==> src/design/rpfe_pkg.sv <==
// Shared types and codes for the PPM frame encoder.
package rpfe_pkg;

  // Request types on the input channel.
  localparam logic [1:0] REQ_CAL = 2'd0;
  localparam logic [1:0] REQ_RAW = 2'd1;
  localparam logic [1:0] REQ_COMMIT = 2'd2;
  localparam logic [1:0] REQ_CMP = 2'd3;

  // Calibration word fields.
  localparam logic [2:0] FLD_LOW = 3'd0;
  localparam logic [2:0] FLD_CEN = 3'd1;
  localparam logic [2:0] FLD_HIGH = 3'd2;
  localparam logic [2:0] FLD_DZ = 3'd3;
  localparam logic [2:0] FLD_TRIM = 3'd4;
  localparam logic [2:0] FLD_LAST = 3'd4;

  // Configuration register indexes.
  localparam logic [2:0] CFG_CHMAP = 3'd0;
  localparam logic [2:0] CFG_MIN_PULSE = 3'd1;
  localparam logic [2:0] CFG_PAUSE = 3'd2;
  localparam logic [2:0] CFG_SYNC = 3'd3;
  localparam logic [2:0] CFG_SCALE = 3'd4;
  localparam logic [2:0] CFG_PERIOD = 3'd5;

  localparam int NUM_SRC = 8;
  localparam int CAL_DEPTH = 40;
  localparam int DIV_STEPS = 32;

  localparam logic [23:0] CHMAP_RST = 24'd16434824;
  localparam logic [15:0] MIN_PULSE_RST = 16'd1000;
  localparam logic [15:0] PAUSE_RST = 16'd300;
  localparam logic [15:0] SYNC_RST = 16'd20000;
  localparam logic [13:0] SCALE_RST = 14'd500;
  localparam logic [15:0] PERIOD_RST = 16'd22500;

  // Datapath step for one output slot of a commit.
  typedef enum logic [3:0] {
    ST_NONE,
    ST_RD_CEN,
    ST_SUM,
    ST_DZ,
    ST_TRIM,
    ST_HI,
    ST_SETUP,
    ST_MUL,
    ST_DIV,
    ST_WRITE
  } dp_step_t;

  typedef struct packed {
    logic     acc_cal;
    logic     acc_raw;
    logic     acc_cmp;
    dp_step_t step;
    logic     last;
  } dp_cmd_t;

  typedef struct packed {
    logic div_done;
    logic out_full;
  } dp_status_t;

endpackage

==> src/design/rpfe_ctrl.sv <==
// Sequencer for request acceptance and the per-slot commit steps.
module rpfe_ctrl #(
  parameter int NUM_CHANNELS = 8,
  parameter int SW = 3
) (
  input  logic                 clk,
  input  logic                 rst_n,
  input  logic                 in_valid,
  input  logic [1:0]           in_req_type,
  output logic                 in_stall,
  input  logic                 out_stall,
  input  rpfe_pkg::dp_status_t status,
  output rpfe_pkg::dp_cmd_t    cmd,
  output logic [SW-1:0]        slot
);
  import rpfe_pkg::*;

  typedef enum logic [3:0] {
    S_IDLE, S_RD_CEN, S_SUM, S_DZ, S_TRIM, S_HI, S_SETUP, S_MUL, S_DIV, S_WRITE
  } state_t;

  localparam logic [SW-1:0] LAST_SLOT = SW'(NUM_CHANNELS - 1);

  state_t        state_r, state_nxt;
  logic [SW-1:0] slot_r, slot_nxt;
  logic          accept;

  assign in_stall = (state_r != S_IDLE) ||
                    ((in_req_type == REQ_CMP) && status.out_full && out_stall);
  assign accept = in_valid && !in_stall;
  assign slot = slot_r;

  always_comb begin
    cmd.acc_cal = accept && (in_req_type == REQ_CAL);
    cmd.acc_raw = accept && (in_req_type == REQ_RAW);
    cmd.acc_cmp = accept && (in_req_type == REQ_CMP);
    cmd.last = (slot_r == LAST_SLOT);
    case (state_r)
      S_RD_CEN: cmd.step = ST_RD_CEN;
      S_SUM:    cmd.step = ST_SUM;
      S_DZ:     cmd.step = ST_DZ;
      S_TRIM:   cmd.step = ST_TRIM;
      S_HI:     cmd.step = ST_HI;
      S_SETUP:  cmd.step = ST_SETUP;
      S_MUL:    cmd.step = ST_MUL;
      S_DIV:    cmd.step = ST_DIV;
      S_WRITE:  cmd.step = ST_WRITE;
      default:  cmd.step = ST_NONE;
    endcase
  end

  always_comb begin
    state_nxt = state_r;
    slot_nxt = slot_r;
    case (state_r)
      S_IDLE: begin
        if (accept && (in_req_type == REQ_COMMIT)) begin
          state_nxt = S_RD_CEN;
          slot_nxt = '0;
        end
      end
      S_RD_CEN: state_nxt = S_SUM;
      S_SUM:    state_nxt = S_DZ;
      S_DZ:     state_nxt = S_TRIM;
      S_TRIM:   state_nxt = S_HI;
      S_HI:     state_nxt = S_SETUP;
      S_SETUP:  state_nxt = S_MUL;
      S_MUL:    state_nxt = S_DIV;
      S_DIV: begin
        if (status.div_done) state_nxt = S_WRITE;
      end
      S_WRITE: begin
        if (slot_r == LAST_SLOT) begin
          state_nxt = S_IDLE;
        end else begin
          state_nxt = S_RD_CEN;
          slot_nxt = slot_r + SW'(1);
        end
      end
      default: state_nxt = S_IDLE;
    endcase
  end

  always_ff @(posedge clk) begin
    if (!rst_n) begin
      state_r <= S_IDLE;
      slot_r <= '0;
    end else begin
      state_r <= state_nxt;
      slot_r <= slot_nxt;
    end
  end

endmodule

==> src/design/rpfe_dp.sv <==
// Storage, calibration arithmetic, serial divider and compare generation.
module rpfe_dp #(
  parameter int NUM_CHANNELS = 8,
  parameter int SW = 3
) (
  input  logic                 clk,
  input  logic                 rst_n,
  input  rpfe_pkg::dp_cmd_t    cmd,
  input  logic [SW-1:0]        slot,
  output rpfe_pkg::dp_status_t status,
  input  logic [2:0]           in_channel,
  input  logic [2:0]           in_cal_field,
  input  logic signed [15:0]   in_value,
  input  logic                 cfg_we,
  input  logic [2:0]           cfg_index,
  input  logic [23:0]          cfg_wdata,
  input  logic                 out_stall,
  output logic                 out_valid,
  output logic [15:0]          out_compare_value,
  output logic [4:0]           out_frame_slot
);
  import rpfe_pkg::*;

  localparam logic [4:0] N2 = 5'(2 * NUM_CHANNELS);

  // Configuration
  logic [23:0] chmap_r;
  logic [15:0] min_pulse_r, pause_r, sync_r, period_r;
  logic [13:0] scale_r;

  // Stores
  logic signed [15:0] cal_mem [CAL_DEPTH];
  logic signed [15:0] cal_rd_r;
  logic [5:0]         rd_addr;
  logic signed [15:0] raw_r [NUM_SRC];
  logic [15:0]        width_r [2][NUM_CHANNELS];
  logic               active_r;
  logic [4:0]         pos_r;
  logic [15:0]        acc_r;

  // Per-slot arithmetic
  logic [2:0]         src;
  logic signed [17:0] s_r, dz;
  logic signed [15:0] hi_r;
  logic               pos_br_r, neg_r, zero_r;
  logic [17:0]        amag_r;
  logic [16:0]        dmag_r;
  logic signed [18:0] lo_x, a_x, d_x;
  logic [31:0]        quo_r;
  logic [16:0]        rem_r;
  logic [17:0]        rem_sh;
  logic [4:0]         cnt_r;
  logic signed [33:0] q_s, f_s, rq, r_pre, r_clamp;
  logic [15:0]        w_new;

  // Output register
  logic        out_valid_r;
  logic [15:0] out_cv_r;
  logic [4:0]  out_fs_r;
  logic [15:0] add_val;

  assign src = chmap_r[3*slot +: 3];

  always_comb begin
    case (cmd.step)
      ST_RD_CEN: rd_addr = {FLD_CEN, src};
      ST_SUM:    rd_addr = {FLD_DZ, src};
      ST_DZ:     rd_addr = {FLD_TRIM, src};
      ST_TRIM:   rd_addr = {FLD_HIGH, src};
      ST_HI:     rd_addr = {FLD_LOW, src};
      default:   rd_addr = {FLD_CEN, src};
    endcase
  end

  always_ff @(posedge clk) begin
    if (cmd.acc_cal && (in_cal_field <= FLD_LAST)) begin
      cal_mem[{in_cal_field, in_channel}] <= in_value;
    end
    cal_rd_r <= cal_mem[rd_addr];
  end

  always_ff @(posedge clk) begin
    if (!rst_n) begin
      chmap_r <= CHMAP_RST;
      min_pulse_r <= MIN_PULSE_RST;
      pause_r <= PAUSE_RST;
      sync_r <= SYNC_RST;
      scale_r <= SCALE_RST;
      period_r <= PERIOD_RST;
    end else if (cfg_we) begin
      case (cfg_index)
        CFG_CHMAP:     chmap_r <= cfg_wdata;
        CFG_MIN_PULSE: min_pulse_r <= cfg_wdata[15:0];
        CFG_PAUSE:     pause_r <= cfg_wdata[15:0];
        CFG_SYNC:      sync_r <= cfg_wdata[15:0];
        CFG_SCALE:     scale_r <= cfg_wdata[13:0];
        CFG_PERIOD:    period_r <= cfg_wdata[15:0];
        default:       ;
      endcase
    end
  end

  // Step arithmetic
  assign dz = 18'(cal_rd_r);
  assign lo_x = 19'(cal_rd_r);
  assign a_x = pos_br_r ? 19'(s_r) : 19'(s_r) - lo_x;
  assign d_x = pos_br_r ? 19'(hi_r) : -lo_x;
  assign rem_sh = {rem_r, quo_r[31]};

  assign q_s = 34'(quo_r);
  assign f_s = 34'(scale_r);
  assign rq = neg_r ? -q_s : q_s;
  always_comb begin
    if (zero_r) r_pre = pos_br_r ? f_s : -f_s;
    else        r_pre = pos_br_r ? rq : rq - f_s;
    if (r_pre > f_s)       r_clamp = f_s;
    else if (r_pre < -f_s) r_clamp = -f_s;
    else                   r_clamp = r_pre;
  end
  assign w_new = 16'(r_clamp) + min_pulse_r + 16'(scale_r) - pause_r;

  always_ff @(posedge clk) begin
    case (cmd.step)
      ST_SUM:  s_r <= 18'(raw_r[src]) + 18'(cal_rd_r);
      ST_DZ: begin
        if ((s_r < dz) && (s_r > -dz)) s_r <= '0;
        pos_br_r <= 1'b0;
      end
      ST_TRIM: begin
        s_r <= s_r + 18'(cal_rd_r);
        pos_br_r <= (s_r + 18'(cal_rd_r)) > 18'sd0;
      end
      ST_HI:   hi_r <= cal_rd_r;
      ST_SETUP: begin
        amag_r <= a_x[18] ? 18'(-a_x) : 18'(a_x);
        dmag_r <= d_x[18] ? 17'(-d_x) : 17'(d_x);
        neg_r <= a_x[18] ^ d_x[18];
        zero_r <= (d_x == 19'sd0);
      end
      ST_MUL: begin
        quo_r <= 32'(amag_r) * 32'(scale_r);
        rem_r <= '0;
        cnt_r <= '0;
      end
      ST_DIV: begin
        if (rem_sh >= 18'(dmag_r)) begin
          rem_r <= 17'(rem_sh - 18'(dmag_r));
          quo_r <= {quo_r[30:0], 1'b1};
        end else begin
          rem_r <= rem_sh[16:0];
          quo_r <= {quo_r[30:0], 1'b0};
        end
        cnt_r <= cnt_r + 5'd1;
      end
      default: ;
    endcase
  end

  assign status.div_done = (cnt_r == 5'(DIV_STEPS - 1));
  assign status.out_full = out_valid_r;

  // Frame state, sample registers and slot buffers
  always_ff @(posedge clk) begin
    if (!rst_n) begin
      for (int i = 0; i < NUM_SRC; i++) raw_r[i] <= '0;
      for (int b = 0; b < 2; b++)
        for (int i = 0; i < NUM_CHANNELS; i++) width_r[b][i] <= MIN_PULSE_RST;
      active_r <= 1'b0;
    end else begin
      if (cmd.acc_raw) raw_r[in_channel] <= in_value;
      if (cmd.step == ST_WRITE) begin
        width_r[~active_r][slot] <= w_new;
        if (cmd.last) active_r <= ~active_r;
      end
    end
  end

  assign add_val = pos_r[0] ? pause_r : width_r[active_r][pos_r[SW:1]];

  always_ff @(posedge clk) begin
    if (!rst_n) begin
      pos_r <= '0;
      acc_r <= '0;
      out_valid_r <= 1'b0;
    end else begin
      if (out_valid_r && !out_stall) out_valid_r <= 1'b0;
      if (cmd.acc_cmp) begin
        out_valid_r <= 1'b1;
        if (pos_r < N2) begin
          acc_r <= acc_r + add_val;
          out_cv_r <= acc_r + add_val;
          out_fs_r <= pos_r;
          pos_r <= pos_r + 5'd1;
        end else if (pos_r == N2) begin
          acc_r <= sync_r;
          out_cv_r <= sync_r;
          out_fs_r <= N2;
          pos_r <= N2 + 5'd1;
        end else begin
          acc_r <= '0;
          out_cv_r <= period_r;
          out_fs_r <= N2 + 5'd1;
          pos_r <= '0;
        end
      end
    end
  end

  assign out_valid = out_valid_r;
  assign out_compare_value = out_cv_r;
  assign out_frame_slot = out_fs_r;

endmodule

==> src/design/rc_ppm_frame_encoder_core.sv <==
// Top level of the calibrated PPM frame encoder.
//
// Input channel (in_valid/in_stall) carries one request per handshake:
// a calibration word, a raw sample, a frame commit or a timer compare match.
// Only a compare match produces a result on the output channel
// (out_valid/out_stall): the next compare value and the frame slot issued,
// loaded into the output register in the cycle after the request is taken.
// A commit walks the output slots one at a time: per slot, seven steps read
// the calibration store and form the scaled operands, then a restoring divider
// retires one quotient bit per cycle until all 32 bits are formed, then the
// slot width is written into the inactive buffer. in_stall stays high for
// the whole commit.
// The divider sets the commit rate.
// When the receiver stalls, the result holds in the output register; further
// non-compare requests are still taken, a compare request waits.
// Reset (rst_n low, synchronous) restores the configuration defaults, clears
// samples, frame position and compare accumulator, and fills both slot
// buffers with the default minimum pulse. Calibration words hold no value
// until written.
module rc_ppm_frame_encoder_core #(
  parameter int NUM_CHANNELS = 8
) (
  input  logic               clk,
  input  logic               rst_n,
  input  logic               in_valid,
  output logic               in_stall,
  input  logic [1:0]         in_req_type,
  input  logic [2:0]         in_channel,
  input  logic [2:0]         in_cal_field,
  input  logic signed [15:0] in_value,
  output logic               out_valid,
  input  logic               out_stall,
  output logic [15:0]        out_compare_value,
  output logic [4:0]         out_frame_slot,
  input  logic               cfg_we,
  input  logic [2:0]         cfg_index,
  input  logic [23:0]        cfg_wdata
);
  import rpfe_pkg::*;

  // Slot index width, at least one bit.
  localparam int SW = (NUM_CHANNELS > 1) ? $clog2(NUM_CHANNELS) : 1;

  dp_cmd_t       cmd;
  dp_status_t    status;
  logic [SW-1:0] slot;

  // Sequencer: accepts requests and steps the commit.
  rpfe_ctrl #(.NUM_CHANNELS(NUM_CHANNELS), .SW(SW)) u_ctrl (
    .clk         (clk),
    .rst_n       (rst_n),
    .in_valid    (in_valid),
    .in_req_type (in_req_type),
    .in_stall    (in_stall),
    .out_stall   (out_stall),
    .status      (status),
    .cmd         (cmd),
    .slot        (slot)
  );

  // Datapath: stores, calibration math, divider, compare output.
  rpfe_dp #(.NUM_CHANNELS(NUM_CHANNELS), .SW(SW)) u_dp (
    .clk               (clk),
    .rst_n             (rst_n),
    .cmd               (cmd),
    .slot              (slot),
    .status            (status),
    .in_channel        (in_channel),
    .in_cal_field      (in_cal_field),
    .in_value          (in_value),
    .cfg_we            (cfg_we),
    .cfg_index         (cfg_index),
    .cfg_wdata         (cfg_wdata),
    .out_stall         (out_stall),
    .out_valid         (out_valid),
    .out_compare_value (out_compare_value),
    .out_frame_slot    (out_frame_slot)
  );

endmodule

==> config.mk <==
export PLATFORM = sky130hd
export DESIGN_NAME = rc_ppm_frame_encoder_core
export DESIGN_NICKNAME = d
export VERILOG_FILES = /design/src/design/rpfe_pkg.sv /design/src/design/rpfe_ctrl.sv /design/src/design/rpfe_dp.sv /design/src/design/rc_ppm_frame_encoder_core.sv
export SDC_FILE = /design/constraint.sdc
export NUM_CORES = 2
export LEC_CHECK = 0
export BUFFER_PORTS_ARGS = -buffer_cell sky130_fd_sc_hd__clkbuf_2
export CORE_MARGIN = 8
export CORE_UTILIZATION = 35
export DETAILED_ROUTE_END_ITERATION = 6
export PLACE_DENSITY = 0.47
export SYNTH_ARGS = -nofsm -noshare
export SYNTH_HDL_FRONTEND = slang
export SYNTH_HIERARCHICAL = 1
export SYNTH_SLANG_ARGS = --single-unit
==> constraint.sdc <==
create_clock -name clk -period 11.2 [get_ports clk]
set_input_delay 2.24 -clock clk [delete_from_list [all_inputs] [get_ports clk]]
set_output_delay 2.24 -clock clk [all_outputs]
set_load 0.01 [all_outputs]
# == Word-level counts from Yosys, hierarchy flattened ==
# Memory sizes are Yosys's and may differ from the RTL's. A register that Yosys moved wholly into a read port is not among the register bits.
# Index checks and enable logic that the tools add are counted.
# op_classes
mux,61
n_mul,2
magnitude_cmp,11
bitwise,4
shift,1
n_addsub,18
n_reduce_logical,37
n_eq_ne,32
# op_table
operator,n
$mux W128,3
$mux W16,11
$mux W34,4
$reduce_or A128 Y1,1
$pmux W32 S2,1
$pmux W18 S3,1
$bmux W16 S3,1
$demux W16 S3,1
$pmux W4 S10,1
$mux W19,2
$mux W18,2
$gt A34 B15 Y1,1
$lt A34 B34 Y1,1
$mux W17,2
$neg A14 Y34,1
$neg A32 Y34,1
$pmux W17 S2,1
$sub A34 B15 Y34,1
$add A16 B16 Y16,2
$eq A4 B3 Y1 const B,8
$mul A18 B14 Y32,1
$pmux W6 S4,1
$shiftx A24 B6 Y3,1
$reduce_and A2 Y1,10
other kinds (54),107
# word_totals
out_inout_bits,23
romBits,64
elab_cells,194
regBits,279
mem_count,4
ram_bits,1024
inputBits,56
# mem_list
memory,depth,word_bits,read_ports,rd_clocked_by_memory_dff,wr,line,rtl
u_dp.cal_mem,40,16,1,1,1,rpfe_dp.sv:32,logic signed [15:0] cal_mem [CAL_DEPTH];
u_dp.width_r,2,128,1,1,2,rpfe_dp.sv:36,logic [15:0] width_r [2][NUM_CHANNELS];
u_dp.raw_r,8,16,1,0,8,rpfe_dp.sv:35,logic signed [15:0] raw_r [NUM_SRC];
(name not given),16,4,1,1,0,rpfe_ctrl.sv:38,case (state_r)

# == Logic depth before layout (Yosys ltp) ==
# depth
word_depth,12
depth_mapped,45
depth_no_buf,43

# == Cells and area by module ==
# Netlist, hierarchy kept.
# modules_own_cells
mod,cells_per_inst,area_each_um2,seq_area_each_um2,n_inst
rpfe_dp,6572,71902.7,38006.5,1
rpfe_ctrl,57,544.3,220.2,1

# == Worst setup path before layout ==
# Ideal clock, no wire load.
# synth_path
path_kind,reg-to-reg
from,register u_dp.neg_r
to,memory u_dp/width_r[1][111] (netlist name) (data pin)
setup_ns,0.288
path_stages_with_launch,42
synth_period_minus_slack_ns,9.531
required_time_ns,10.912
n_path_buf,5
arrival_ns,9.243
slack_ns,1.669
path_cell_list,edfxtp_1 > clkbuf_1 > clkbuf_1 > clkbuf_1 > clkbuf_1 > o41ai_1 > xnor2_1 > ha_1 > a21o_1 > or4_1 > a21oi_1 > o21ai_1 > or3_4 > xnor2_1 > a21oi_1 > ha_1 > a21oi_1 > nor2b_1 > [... 6 more ...] > nand2_1 > clkbuf_1 > mux2i_1 > o22ai_1 > fa_1 > fa_1 > a21o_1 > a21oi_1 > o21bai_1 > a21oi_1 > o21bai_1 > a21oi_1 > o211ai_1 > a31o_2 > a21oi_1 > xnor2_1 > xnor2_2 > nor2_1
# synth_rtl
item,line,rtl
start: declaration,rpfe_dp.sv:45,"logic pos_br_r, neg_r, zero_r;"
start signal: assignment,rpfe_dp.sv:137,neg_r <= a_x[18] ^ d_x[18];
end: declaration,rpfe_dp.sv:36,

==> run metrics <==
die area 222000 sq um; synthesized area per cell 10.9 sq um; Vias per Instance 5.34; setup violators final 0; All-Layer GR Usage 0.192; hold path start u_dp/period_r[13]; DP HPWL 143000 um; Worst VDD drop 173 uV; Starting Density 0.351; final setup margin 0.653 ns; Fin Clk Skew 0.0266 ns; WP data required 11.71 ns; maximum root-to-sink buffer count 3; most frequent cells in the layout nand2_1 (1436), edfxtp_1 (1171), inv_1 (359); fin. max-slew vios 0; vias in the first global route roughly 50000; FILL cells 20000; Comb power frac 0.226; FF-to-FF Start u_dp/quo_r[6]; WL/cell 23.2 um; Tightest Pin Transition 1.33 ns; total grt overflow 0; Critical Path End Type flip-flop; CORE AREA 206000 sq um; placed cells 9201; H-Tree Level Count 4; pwr dens around 170 nW/um^2; fin crit period 10.55 ns; CTS tree built; Layout area overhead 11.9%; Reg power frac 0.422; RSZ-0062 raised after global routing false; Setup TNS Final 0 ns; total wire length 220000 um; port bufs between 70 and 80; Mapped Nets 7194; Post-Place Worst Slack 0.299 ns; CTS buffer count 151; Leak 30.1 nW; largest net degree at the start of global routing 131; #FFs+latches synth 1324; clock root cell clkbuf_16; yosys warns 6; first-pass GRT wire length 328000 um; period utilization 0.942; Most used DFF post-synth edfxtp_1; Switching Fraction 0.301; # DRC 0; slew margin rel. 0.109; EDFF count, synth 1171; maxcap violations 0; router iterations before antenna repair 5; slowest cell delay on critical path approximately 0.76 ns; synth unique cells between 100 and 150; Worst path most repeated cell a21oi_1; Buffers & Inverters on Critical Path 2; die height 471 um; commonest non-fill, non-tap cell in the layout nand2_1; area leader, netlist edfxtp_1; outcome finished, final reports clean; share of cells above drive strength 1 0.0907; Int Pwr 9.51 mW; Worst-path clk slew 0.06 ns; I/O pin total 79; Rows 167; Crit-path slowest cell or4_1; Final GP Congestion 0.833; ranking of synthesized cells by area edfxtp_1 (49%), nand2_1 (7.4%), fa_1 (6.2%); Hold Path Class flip-flop to flip-flop; Iteration-0 DRC Markers around 3900; Mapped Cells 6629; clock latency on the worst-skew pair roughly 0.8 ns; clk sinks 1324; final net count 7218; top cell family by delay on the critical path compound AO/OA/AOI/OAI gates; Fmax 94.8 MHz; Clock power frac 0.352; arrival time at the worst endpoint ~11 ns; Post-DRT Antenna Nets 0; Vias between 50000 and 60000; synthesized area 72400 sq um; initial antenna violation count 10; worst hold margin ~0.46 ns; CP Launch Type flip-flop; Worst Setup SP u_dp/quo_r[6]; Crit Path Class flip-flop to flip-flop; P_sw a little over 4 mW; CP max FO 21; Die W 471 um; Layout Cells excl Fill 9487; Fin. Hold Viols 0; asr flop ratio synth 0; Seq/Total Area, Yosys 0.528; post-synth top area share 0.485
[cell usage after synthesis (33+ instances only)]
master,number
edfxtp_1,1171
ha_1,285
dfxtp_1,153
nor2_1,351
mux2i_1,44
and3_1,154
clkbuf_1,314
nand3_1,276
and2_1,247
nand2_1,1436
nand4_1,33
mux4_2,87
o21ai_0,158
nor2b_1,34
buf_1,49
xnor2_1,152
a311oi_1,109
nor3_1,78
a211oi_1,57
inv_1,359
a21o_1,57
a31oi_1,59
fa_1,224
o31ai_1,40
xor2_1,59
a21oi_1,216
[metrics by stage]
step | util | area (sq um) | power [mW]
after floorplan | - | 72400 | 7.92
after global placement | 0.369 | 76300 | 8.90
after detailed placement | 0.369 | 76300 | 8.91
after CTS | 0.392 | 81000 | 13.8
after global routing | 0.393 | 81100 | 14.3
final | 0.393 | 81100 | 13.6
[worst min-delay path, stage by stage, from the launching register on]
cell,delay [ns]
dfxtp_1,0.31
nand2_1,0.05
a21oi_1,0.05
[path summary, 6_finish.rpt]
kind	to	slack [ns]	cells past startpoint
setup / recovery	u_dp/width_r[0][95]	0.65	39
hold / removal	u_dp/period_r[13]	0.46	2
setup reg to reg	u_dp/width_r[0][95]	0.65	39
hold reg to reg	u_dp/period_r[13]	0.46	2
[final cells by class]
cell class	instances	area [sq um]	share of cell area
multi-input combinational	4570	31700	0.391
clock inverter	67	546	0.00673
sequential	1324	38200	0.472
inverter	363	1360	0.0168
clock buffer	210	4220	0.0520
antenna	6	15.0	0.000185
tap	2704	3380	0.0417
timing repair buffer	243	1640	0.0203
[state kept, by name, indices dropped and copies added (netlist names), 4 cells and up, named ones only]
name                    flops
u_dp/pause_r               16
u_dp/raw_r                128
u_dp/chmap_r               24
u_dp/pos_r                  5
u_dp/quo_r                 32
u_dp/cal_rd_r              16
u_dp/acc_r                 16
u_dp/amag_r                18
u_ctrl/state_r              4
u_dp/out_compare_value     16
u_dp/period_r              16
u_dp/sync_r                16
u_dp/scale_r               14
u_dp/s_r                   18
u_dp/cal_mem              640
u_dp/hi_r                  16
u_ctrl/cmd                  4
u_dp/out_frame_slot         5
u_dp/dmag_r                17
u_dp/min_pulse_r           16
u_dp/width_r              256
u_dp/cnt_r                  5
u_dp/rem_r                 17
[layer usage]
layer | vias to the layer above | global-route usage | wire length [um]
met3 | 267 | 0.0262 | 9710
met2 | 1155 | 0.324 | 105000
li1 | 23600 | - | -
met1 | 25600 | 0.263 | 99800
met5 | - | 0 | 10
met4 | 2 | 0.0466 | 5080
[power by group through the flow]
stage,combinational [mW],sequential (mW),clock [mW]
2_1_floorplan,2.15,5.77,0
3_3_place_gp,3.05,5.85,0
3_5_place_dp,3.06,5.85,0
4_1_cts,3.09,5.75,4.92
5_1_grt,3.43,5.76,5.11
6_report,3.07,5.74,4.79
[cells by family after synthesis]
family                     after synthesis  share of synthesized area
AOI/OAI and AO/OA                      948                     0.0902
xor gates and xnor gates               212                     0.0257
adders and majority gates              509                      0.111
buffers and inverters                  735                     0.0384
DFF                                   1324                      0.528
muxes                                  136                     0.0339
other                                    1                  0.0000518
and+or+nand+nor                       2764                      0.173
[timing repair]
item | in CTS | in global routing
hold endpoints to repair | 0 | 0
setup buffers | 0 | 3
setup endpoints to repair | 0 | 87
hold buffers | 0 | 0
gates resized for setup | 0 | 5
Power figures use the tool's default switching activity.
